### config.mk
export PLATFORM = sky130hd
export DESIGN_NAME = farthest_from_mean_select
export DESIGN_NICKNAME = d
export VERILOG_FILES = /design/src/hw/rtl/ffms_pkg.sv /design/src/hw/rtl/farthest_from_mean_select.sv /design/src/hw/rtl/ffms_sequencer.sv /design/src/hw/rtl/ffms_datapath.sv
export SDC_FILE = /design/constraint.sdc
export NUM_CORES = 2
export LEC_CHECK = 0
export BUFFER_PORTS_ARGS = -buffer_cell sky130_fd_sc_hd__buf_2
export CAP_MARGIN = 20
export CORE_MARGIN = 1.5
export CORE_UTILIZATION = 40
export DETAILED_ROUTE_END_ITERATION = 10
export GPL_ROUTABILITY_DRIVEN = 0
export REMOVE_ABC_BUFFERS = 1
export SYNTH_ARGS = -nofsm -noshare
export SYNTH_HDL_FRONTEND = slang
export SYNTH_SLANG_ARGS = --single-unit
export TNS_END_PERCENT = 1
### constraint.sdc
create_clock -name clk -period 5 [get_ports clk]
set_clock_uncertainty 0.2 [all_clocks]
set_input_delay 0.75 -clock clk [delete_from_list [all_inputs] [get_ports clk]]
set_output_delay 0.75 -clock clk [all_outputs]
set_load 0.05 [all_outputs]
### src/hw/rtl/ffms_pkg.sv
`timescale 1ns / 1ps

package ffms_pkg;

  localparam int MAX_SAMPLES = 64;
  localparam int ADDR_W      = $clog2(MAX_SAMPLES);
  localparam int CNT_W       = $clog2(MAX_SAMPLES + 1);
  localparam int SAMPLE_W    = 32;
  localparam int FRAC_W      = 16;
  localparam int VALUE_W     = 16;
  localparam int SUM_W       = 39;
  localparam int PROD_W      = 40;
  localparam int STEP_W      = 4;

  typedef logic [STEP_W-1:0] step_t;

  typedef enum logic [2:0] {
    OP_NONE,
    OP_LOAD,
    OP_INIT,
    OP_SCAN,
    OP_FLUSH,
    OP_CLEAR
  } op_t;

  typedef enum logic [1:0] {
    COND_ALWAYS,
    COND_IN_LAST,
    COND_SCAN_DONE,
    COND_OUT_FREE
  } cond_t;

  // one microcode word
  typedef struct packed {
    op_t   op;
    logic  clr_max;
    logic  emit;
    logic  side;
    cond_t cond;
    step_t target;
  } ctrl_t;

  typedef struct packed {
    logic last_taken;
    logic scan_done;
    logic out_free;
    logic pend_valid;
  } status_t;

  localparam step_t ST_LOAD      = 4'd0;
  localparam step_t ST_INIT_MAX  = 4'd1;
  localparam step_t ST_SCAN_MAX  = 4'd2;
  localparam step_t ST_INIT_LOW  = 4'd3;
  localparam step_t ST_SCAN_LOW  = 4'd4;
  localparam step_t ST_INIT_HIGH = 4'd5;
  localparam step_t ST_SCAN_HIGH = 4'd6;
  localparam step_t ST_FLUSH     = 4'd7;
  localparam step_t ST_CLEAR     = 4'd8;

  function automatic ctrl_t ucode_rom(input step_t step);
    ctrl_t w;
    w = '{op: OP_NONE, clr_max: 1'b0, emit: 1'b0, side: 1'b0,
          cond: COND_ALWAYS, target: ST_LOAD};
    case (step)
      ST_LOAD: begin
        w.op = OP_LOAD; w.cond = COND_IN_LAST; w.target = ST_INIT_MAX;
      end
      ST_INIT_MAX: begin
        w.op = OP_INIT; w.clr_max = 1'b1; w.target = ST_SCAN_MAX;
      end
      ST_SCAN_MAX: begin
        w.op = OP_SCAN; w.cond = COND_SCAN_DONE; w.target = ST_INIT_LOW;
      end
      ST_INIT_LOW: begin
        w.op = OP_INIT; w.target = ST_SCAN_LOW;
      end
      ST_SCAN_LOW: begin
        w.op = OP_SCAN; w.emit = 1'b1; w.cond = COND_SCAN_DONE;
        w.target = ST_INIT_HIGH;
      end
      ST_INIT_HIGH: begin
        w.op = OP_INIT; w.target = ST_SCAN_HIGH;
      end
      ST_SCAN_HIGH: begin
        w.op = OP_SCAN; w.emit = 1'b1; w.side = 1'b1; w.cond = COND_SCAN_DONE;
        w.target = ST_FLUSH;
      end
      ST_FLUSH: begin
        w.op = OP_FLUSH; w.cond = COND_OUT_FREE; w.target = ST_CLEAR;
      end
      ST_CLEAR: begin
        w.op = OP_CLEAR; w.target = ST_LOAD;
      end
      default: begin
        w.op = OP_NONE; w.target = ST_LOAD;
      end
    endcase
    return w;
  endfunction

  // integer part, rounded toward zero
  function automatic logic [VALUE_W-1:0] trunc_int(input logic [SAMPLE_W-1:0] s);
    logic up;
    up = s[SAMPLE_W-1] && (|s[FRAC_W-1:0]);
    return s[SAMPLE_W-1:FRAC_W] + VALUE_W'(up);
  endfunction

endpackage

### src/hw/rtl/farthest_from_mean_select.sv
`timescale 1ns / 1ps

// Takes a set of signed Q16.16 samples, one word per cycle, the last one marked
// by s_tlast, and returns in ascending order every sample lying farthest from
// the set's mean, as its integer part rounded toward zero; m_tlast marks the
// final one and m_tuser flags a set that overran the 64-entry sample store.
// Loading runs at one word per cycle. After the last sample a microcoded
// sequencer walks the store three times (max deviation, low side, high side)
// through a single-port memory and a multiply/subtract pipeline, plus five
// control steps. s_tready stays low until the set is finished, and a walk
// that emits a result is held while the output stalls. Results leave at up
// to one per cycle.
module farthest_from_mean_select (
  input  logic        clk,
  input  logic        rst,
  input  logic        s_tvalid,
  output logic        s_tready,
  input  logic [31:0] s_tdata,   // [31:0] sample
  input  logic        s_tlast,
  output logic        m_tvalid,
  input  logic        m_tready,
  output logic [15:0] m_tdata,   // [15:0] value
  output logic        m_tlast,
  output logic [0:0]  m_tuser    // [0] overflow
);

  ffms_pkg::ctrl_t   ctrl;
  ffms_pkg::status_t stat;

  ffms_sequencer u_seq (
    .clk  (clk),
    .rst  (rst),
    .stat (stat),
    .ctrl (ctrl)
  );

  ffms_datapath u_dp (
    .clk      (clk),
    .rst      (rst),
    .ctrl     (ctrl),
    .stat     (stat),
    .s_tvalid (s_tvalid),
    .s_tready (s_tready),
    .s_tdata  (s_tdata),
    .s_tlast  (s_tlast),
    .m_tvalid (m_tvalid),
    .m_tready (m_tready),
    .m_tdata  (m_tdata),
    .m_tlast  (m_tlast),
    .m_tuser  (m_tuser)
  );

  // nothing held back while new samples are taken
  a_no_pend_in_load: assert property (@(posedge clk) disable iff (rst)
    s_tready |-> !stat.pend_valid)
    else $error("selected value pending during load");

  // the last sample of a set starts evaluation
  a_eval_after_last: assert property (@(posedge clk) disable iff (rst)
    (s_tvalid && s_tready && s_tlast) |=> !s_tready)
    else $error("input still open after last sample");

  // a non-final result never waits while samples load
  a_mid_word_not_in_load: assert property (@(posedge clk) disable iff (rst)
    (m_tvalid && !m_tlast) |-> !s_tready)
    else $error("non-final result left over into load");

endmodule

### src/hw/rtl/ffms_sequencer.sv
`timescale 1ns / 1ps

module ffms_sequencer (
  input  logic             clk,
  input  logic             rst,
  input  ffms_pkg::status_t stat,
  output ffms_pkg::ctrl_t   ctrl
);

  ffms_pkg::step_t step;
  ffms_pkg::step_t step_next;
  logic            go;

  assign ctrl = ffms_pkg::ucode_rom(step);

  always_comb begin
    case (ctrl.cond)
      ffms_pkg::COND_ALWAYS:    go = 1'b1;
      ffms_pkg::COND_IN_LAST:   go = stat.last_taken;
      ffms_pkg::COND_SCAN_DONE: go = stat.scan_done;
      ffms_pkg::COND_OUT_FREE:  go = stat.out_free;
      default:                  go = 1'b0;
    endcase
    step_next = go ? ctrl.target : step;
  end

  always_ff @(posedge clk) begin
    if (rst) begin
      step <= ffms_pkg::ST_LOAD;
    end else begin
      step <= step_next;
    end
  end

endmodule

### src/hw/rtl/ffms_datapath.sv
`timescale 1ns / 1ps

module ffms_datapath (
  input  logic                          clk,
  input  logic                          rst,
  input  ffms_pkg::ctrl_t               ctrl,
  output ffms_pkg::status_t             stat,
  input  logic                          s_tvalid,
  output logic                          s_tready,
  input  logic [ffms_pkg::SAMPLE_W-1:0] s_tdata,
  input  logic                          s_tlast,
  output logic                          m_tvalid,
  input  logic                          m_tready,
  output logic [ffms_pkg::VALUE_W-1:0]  m_tdata,
  output logic                          m_tlast,
  output logic [0:0]                    m_tuser
);

  localparam int SAMPLE_W = ffms_pkg::SAMPLE_W;
  localparam int SUM_W    = ffms_pkg::SUM_W;
  localparam int PROD_W   = ffms_pkg::PROD_W;
  localparam int CNT_W    = ffms_pkg::CNT_W;
  localparam int ADDR_W   = ffms_pkg::ADDR_W;
  localparam int VALUE_W  = ffms_pkg::VALUE_W;

  logic [SAMPLE_W-1:0] mem [ffms_pkg::MAX_SAMPLES];

  logic [CNT_W-1:0]        count;
  logic signed [SUM_W-1:0] sum;
  logic                    dropped;

  logic in_take, not_full;

  // scan pipeline
  logic [CNT_W-1:0]         addr;
  logic                     v1, v2, v3;
  logic [SAMPLE_W-1:0]      rd_data, s2, s3;
  logic signed [PROD_W-1:0] prod;
  logic signed [PROD_W-1:0] diff;
  logic [PROD_W-1:0]        dev;
  logic                     nonpos;
  logic [PROD_W-1:0]        maxdev;
  logic                     scanning, issue, match, adv;

  logic               pend_valid;
  logic [VALUE_W-1:0] pend_value;

  logic out_free, load_out, load_last;

  assign s_tready = (ctrl.op == ffms_pkg::OP_LOAD);
  assign in_take  = s_tvalid && s_tready;
  assign not_full = count < CNT_W'(ffms_pkg::MAX_SAMPLES);

  always_ff @(posedge clk) begin
    if (in_take && not_full) begin
      mem[count[ADDR_W-1:0]] <= s_tdata;
    end
    if (issue) begin
      rd_data <= mem[addr[ADDR_W-1:0]];
    end
  end

  always_ff @(posedge clk) begin
    if (rst) begin
      count   <= '0;
      sum     <= '0;
      dropped <= 1'b0;
    end else if (ctrl.op == ffms_pkg::OP_CLEAR) begin
      count   <= '0;
      sum     <= '0;
      dropped <= 1'b0;
    end else if (in_take) begin
      if (not_full) begin
        count <= count + CNT_W'(1);
        sum   <= sum + {{(SUM_W-SAMPLE_W){s_tdata[SAMPLE_W-1]}}, s_tdata};
      end else begin
        dropped <= 1'b1;
      end
    end
  end

  assign scanning = (ctrl.op == ffms_pkg::OP_SCAN);
  assign match    = v3 && scanning && ctrl.emit && (dev == maxdev) && (nonpos != ctrl.side);
  // hold the walk while a finished word cannot leave
  assign adv      = !(match && pend_valid && !out_free);
  assign issue    = scanning && adv && (addr < count);

  always_comb begin
    diff = prod - {{(PROD_W-SUM_W){sum[SUM_W-1]}}, sum};
  end

  always_ff @(posedge clk) begin
    if (rst) begin
      addr <= '0;
      v1   <= 1'b0;
      v2   <= 1'b0;
      v3   <= 1'b0;
    end else if (ctrl.op == ffms_pkg::OP_INIT) begin
      addr <= '0;
      v1   <= 1'b0;
      v2   <= 1'b0;
      v3   <= 1'b0;
    end else if (scanning && adv) begin
      if (issue) begin
        addr <= addr + CNT_W'(1);
      end
      v1 <= issue;
      v2 <= v1;
      v3 <= v2;
    end
  end

  always_ff @(posedge clk) begin
    if (scanning && adv) begin
      s2     <= rd_data;
      prod   <= $signed({1'b0, count}) * $signed(rd_data);
      s3     <= s2;
      dev    <= diff[PROD_W-1] ? PROD_W'(-diff) : PROD_W'(diff);
      nonpos <= diff[PROD_W-1] || (diff == '0);
    end
  end

  always_ff @(posedge clk) begin
    if (ctrl.op == ffms_pkg::OP_INIT && ctrl.clr_max) begin
      maxdev <= '0;
    end else if (scanning && !ctrl.emit && v3 && (dev > maxdev)) begin
      maxdev <= dev;
    end
  end

  // one selected value is held back so the final one can carry last
  always_ff @(posedge clk) begin
    if (rst) begin
      pend_valid <= 1'b0;
    end else if (ctrl.op == ffms_pkg::OP_CLEAR) begin
      pend_valid <= 1'b0;
    end else if (match && adv) begin
      pend_valid <= 1'b1;
    end else if (load_last) begin
      pend_valid <= 1'b0;
    end
  end

  always_ff @(posedge clk) begin
    if (match && adv) begin
      pend_value <= ffms_pkg::trunc_int(s3);
    end
  end

  assign out_free  = !m_tvalid || m_tready;
  assign load_last = (ctrl.op == ffms_pkg::OP_FLUSH) && pend_valid && out_free;
  assign load_out  = (match && pend_valid && out_free) || load_last;

  always_ff @(posedge clk) begin
    if (rst) begin
      m_tvalid <= 1'b0;
    end else if (out_free) begin
      m_tvalid <= load_out;
    end
  end

  always_ff @(posedge clk) begin
    if (load_out) begin
      m_tdata    <= pend_value;
      m_tlast    <= load_last;
      m_tuser[0] <= dropped;
    end
  end

  assign stat.last_taken = in_take && s_tlast;
  assign stat.scan_done  = (addr >= count) && !v1 && !v2 && !v3;
  assign stat.out_free   = out_free;
  assign stat.pend_valid = pend_valid;

endmodule
==> qor.txt <==
Initial Util -> 40.2%
#FFs+latches synth -> 2362
CP delay by family, top -> adder cells
Worst hold-check path type -> input pin to flip-flop
Setup Viol. Count Final -> 14
Sequential area share after synthesis -> 68.4%
Worst slew margin -> 23.6%
Worst-path clk slew -> 0.06 ns
Drt drc -> 0
Number of vias per cell -> 5.52
PD cells -> 376 mW/mm^2
Fmax -> 0.184 GHz
Die Ht -> 509 um
Clock power frac -> 38.7%
Cell variety after synth -> 79
Slew Limit Fails -> 0
GRT Util Overall -> 19.4%
Setup TNS -> -3.61 ns
RSZ-0062 raised after global routing -> true
CTS tree -> done
Status -> complete, but fails checks
Post-DP HPWL -> 158000 um
Area delta synth->final -> 15.2%
Grt peak-use layer -> met2
Synthesized area per cell -> 18.7 sq um
Gate power share -> 10.8%
Cell Int Power -> 33.7 mW
WL per Instance -> 26.4 um
Core area -> 0.254 sq mm
Post-layout util -> 46.3%
M2 GR Usage -> 32.1%
Met1 GRT Util -> 27.0%
Layout cell share with drive strength beyond 1 -> 25.7%
Vias in the first global route -> 53.7k
H-tree depth -> 4
Rows -> 185
Crit share post-route -> 108%
Die ar. -> 0.259 sq mm
Highest ir drop seen on vdd -> 0.369 mV
Pin count of the biggest net entering global routing -> 111
Final nets -> 6302
Antenna viol nets, final -> 0
CTS Sinks -> 2362
Sequential power share -> 50.5%
Number of synthesized flops with an enable pin -> 2259
Crit path kind -> flip-flop to flip-flop
Max-Cap Viols -> 0
# fillers -> 21.4k
Final Hold Fails -> 0
DP Worst Slack -> -0.958 ns
Post-layout min period -> 5.42 ns
Total CTS buffers -> 234
Net Sw Frac -> 23.8%
Primary FF master, synth -> edfxtp_1
Root buffer cell -> clkbuf_16
Ys Warns -> 0
CP Max Fanout -> 13
Total chip power -> 44.2 mW
Grt ovf -> 0
Crit path buffers/inverters -> 7
P_sw -> 10.5 mW
CP startpoint kind -> flip-flop
Initial antenna violation count -> 22
CP max stage delay -> 0.55 ns
Arr. time, crit path -> 5.84 ns
DRT Wirelength -> 250000 um
Failing checks -> negative setup slack
Crit end category -> flip-flop
Clock Tree Buf Depth -> 3
DIE WIDTH -> 509 um
Global-route wire length before repair -> 367000 um
Setup WS post-layout -> -0.423 ns
CP required -> 5.41 ns
Fraction of registers with async set/reset -> 0%
Clock latency on the worst-skew pair -> 0.90 ns
DR pass1 iterations -> 6
I/O pins -> 57
Worst path slowest cell -> fa_1
Tightest Pin Transition -> 1.14 ns
Initial DRC count -> 4654
Port Buf Inserts -> 56
Global Route met3 Usage -> 3.34%
Via count -> 52.2k
Leakage -> 38.4 nW
Cells after synthesis -> 5469
Crit-path cells -> buf_6 -> buf_8 -> buf_8 -> buf_12 -> and2_1 -> fa_1 -> fa_1 -> fa_1 -> inv_1 -> fa_1 -> inv_1 -> ha_1 -> or3_1 -> o21ai_2 -> a2111oi_4 -> buf_4 -> o311ai_4 -> nand2_1 -> a21o_1 -> a21oi_2 -> xnor2_1
Most frequent CP cell -> fa_1
Hold Worst Slack -> 0.0658 ns
Synthesized area -> 0.102 sq mm
-- metrics by stage --
stage	instances	cell area [sq um]
final	9455	118000
after global routing	9451	118000
after CTS	9447	118000
after detailed placement	8999	110000
after global placement	8999	110000
after floorplan	5233	101000
-- flip-flops by register name (all words and copies together), names as in the netlist, 32 cells and up --
name and cells:
u_dp.s3 32, u_dp.dev 40, u_dp.mem 2048, u_dp.maxdev 40
u_dp.sum 39, u_dp.rd_data 32, u_dp.s2 32, u_dp.prod 40
-- power by group through the flow --
stage                     registers [mW]  clock network (mW)  logic, mW
after floorplan                     22.8                   0       3.40
after global placement              22.7                   0       4.67
after detailed placement            22.8                   0       4.74
after CTS                           22.3                17.5       4.78
after global routing                22.4                18.2       5.26
final                               22.3                17.1       4.78
-- worst paths after layout --
| kind | from | endpoint | slack, ns | cells after the start |
|---|---|---|---|---|
| max | u_dp.count[2] | u_dp.prod[37] | -0.42 | 21 |
| min | s_tdata[7] | u_dp.mem[4][7] | 0.07 | 1 |
| max reg2reg | u_dp.count[2] | u_dp.prod[37] | -0.42 | 21 |
| min reg2reg | u_dp.s2[11] | u_dp.s3[11] | 0.22 | 0 |
-- worst reg2reg max path, stage by stage, from the launching register on --
cell,delay (ns)
dfxtp_4,0.36
buf_6,0.13
buf_8,0.14
buf_8,0.13
buf_12,0.13
and2_1,0.15
fa_1,0.55
fa_1,0.45
fa_1,0.50
inv_1,0.05
fa_1,0.47
inv_1,0.04
ha_1,0.28
or3_1,0.41
o21ai_2,0.12
a2111oi_4,0.08
buf_4,0.16
o311ai_4,0.32
nand2_1,0.11
a21o_1,0.18
a21oi_2,0.13
xnor2_1,0.07
-- cell usage after synthesis (4+ instances only) --
| master | number | area [sq um] |
|---|---|---|
| o31ai_1 | 14 | 105 |
| buf_1 | 50 | 188 |
| nand3_1 | 50 | 250 |
| a21o_1 | 80 | 601 |
| or3_1 | 17 | 106 |
| inv_1 | 309 | 1160 |
| xor2_1 | 46 | 403 |
| clkbuf_1 | 181 | 679 |
| fa_1 | 168 | 3360 |
| nand2_1 | 177 | 664 |
| nor4_1 | 13 | 81.3 |
| a31oi_1 | 19 | 119 |
| o2111ai_1 | 6 | 52.6 |
| mux4_2 | 672 | 15100 |
| or4_1 | 8 | 60.1 |
| mux2i_1 | 44 | 440 |
| o21a_1 | 17 | 128 |
| and2_1 | 215 | 1350 |
| ha_1 | 210 | 2630 |
| a211oi_1 | 13 | 97.6 |
| o21ai_0 | 86 | 430 |
| nor4b_1 | 4 | 35.0 |
| o211ai_1 | 9 | 67.6 |
| dfxtp_1 | 103 | 2060 |
| nor3_1 | 27 | 135 |
| a41oi_1 | 4 | 35.0 |
| o21bai_1 | 14 | 105 |
| and3_1 | 12 | 75.1 |
| nor2b_1 | 19 | 119 |
| nand2b_1 | 19 | 119 |
| xnor2_1 | 113 | 990 |
| or2_2 | 8 | 50.1 |
| a21boi_0 | 7 | 52.6 |
| a311oi_1 | 5 | 43.8 |
| a21oi_1 | 149 | 746 |
| edfxtp_1 | 2259 | 67800 |
| nor2_1 | 212 | 796 |
| a211o_1 | 9 | 78.8 |
| nand4_1 | 33 | 206 |
-- area by class of cell --
class	count	area (sq um)	area share [%]
clock buffers	308	6230	5.30
diodes	4	10.0	0.00850
flip-flops and latches	2362	69900	59.4
clock inverters	126	1270	1.08
repair buffers	418	3800	3.23
well taps	3366	4210	3.58
inverters	309	1160	0.990
multi-input cells	2562	31100	26.4
-- metal layers --
| layer | vias to the layer above | wire, um |
|---|---|---|
| met2 | 1498 | 122000 |
| met4 | 4 | 4500 |
| li1 | 22500 | - |
| met5 | - | 27 |
| met1 | 27900 | 108000 |
| met3 | 303 | 15200 |
-- repair_timing --
item                                   4_1_cts  5_1_grt
setup buffers                                9        3
pin swaps                                   29       27
setup endpoints to repair                   18       22
gates cloned                                 1        0
hold buffers                                 4        0
endpoints found under the hold margin        7        0
resized for setup                           59       32
-- placed cells by master, fill, tap and decap left out, types with 132 or more instances in the layout --
master	count
fa_1	164
inv_1	305
buf_4	291
clkbuf_16	235
and2_1	213
nor2_1	147
edfxtp_1	2259
ha_1	204
nand2_1	177
a21oi_1	132
mux4_2	672
-- cells by family (layout without fill, tap and decap cells) --
group | after synthesis | count (layout) | share of synthesized area [%]
other | 0 | 4 | 0
muxes | 718 | 718 | 15.3
buffers and inverters | 545 | 1161 | 2.01
xor gates and xnor gates | 159 | 159 | 1.36
adders and majority gates | 378 | 378 | 5.86
DFF | 2362 | 2362 | 68.4
AOI/OAI and AO/OA | 472 | 472 | 2.99
and+or+nand+nor | 835 | 835 | 4.14
Note: power is estimated with default switching activity, not from simulation.
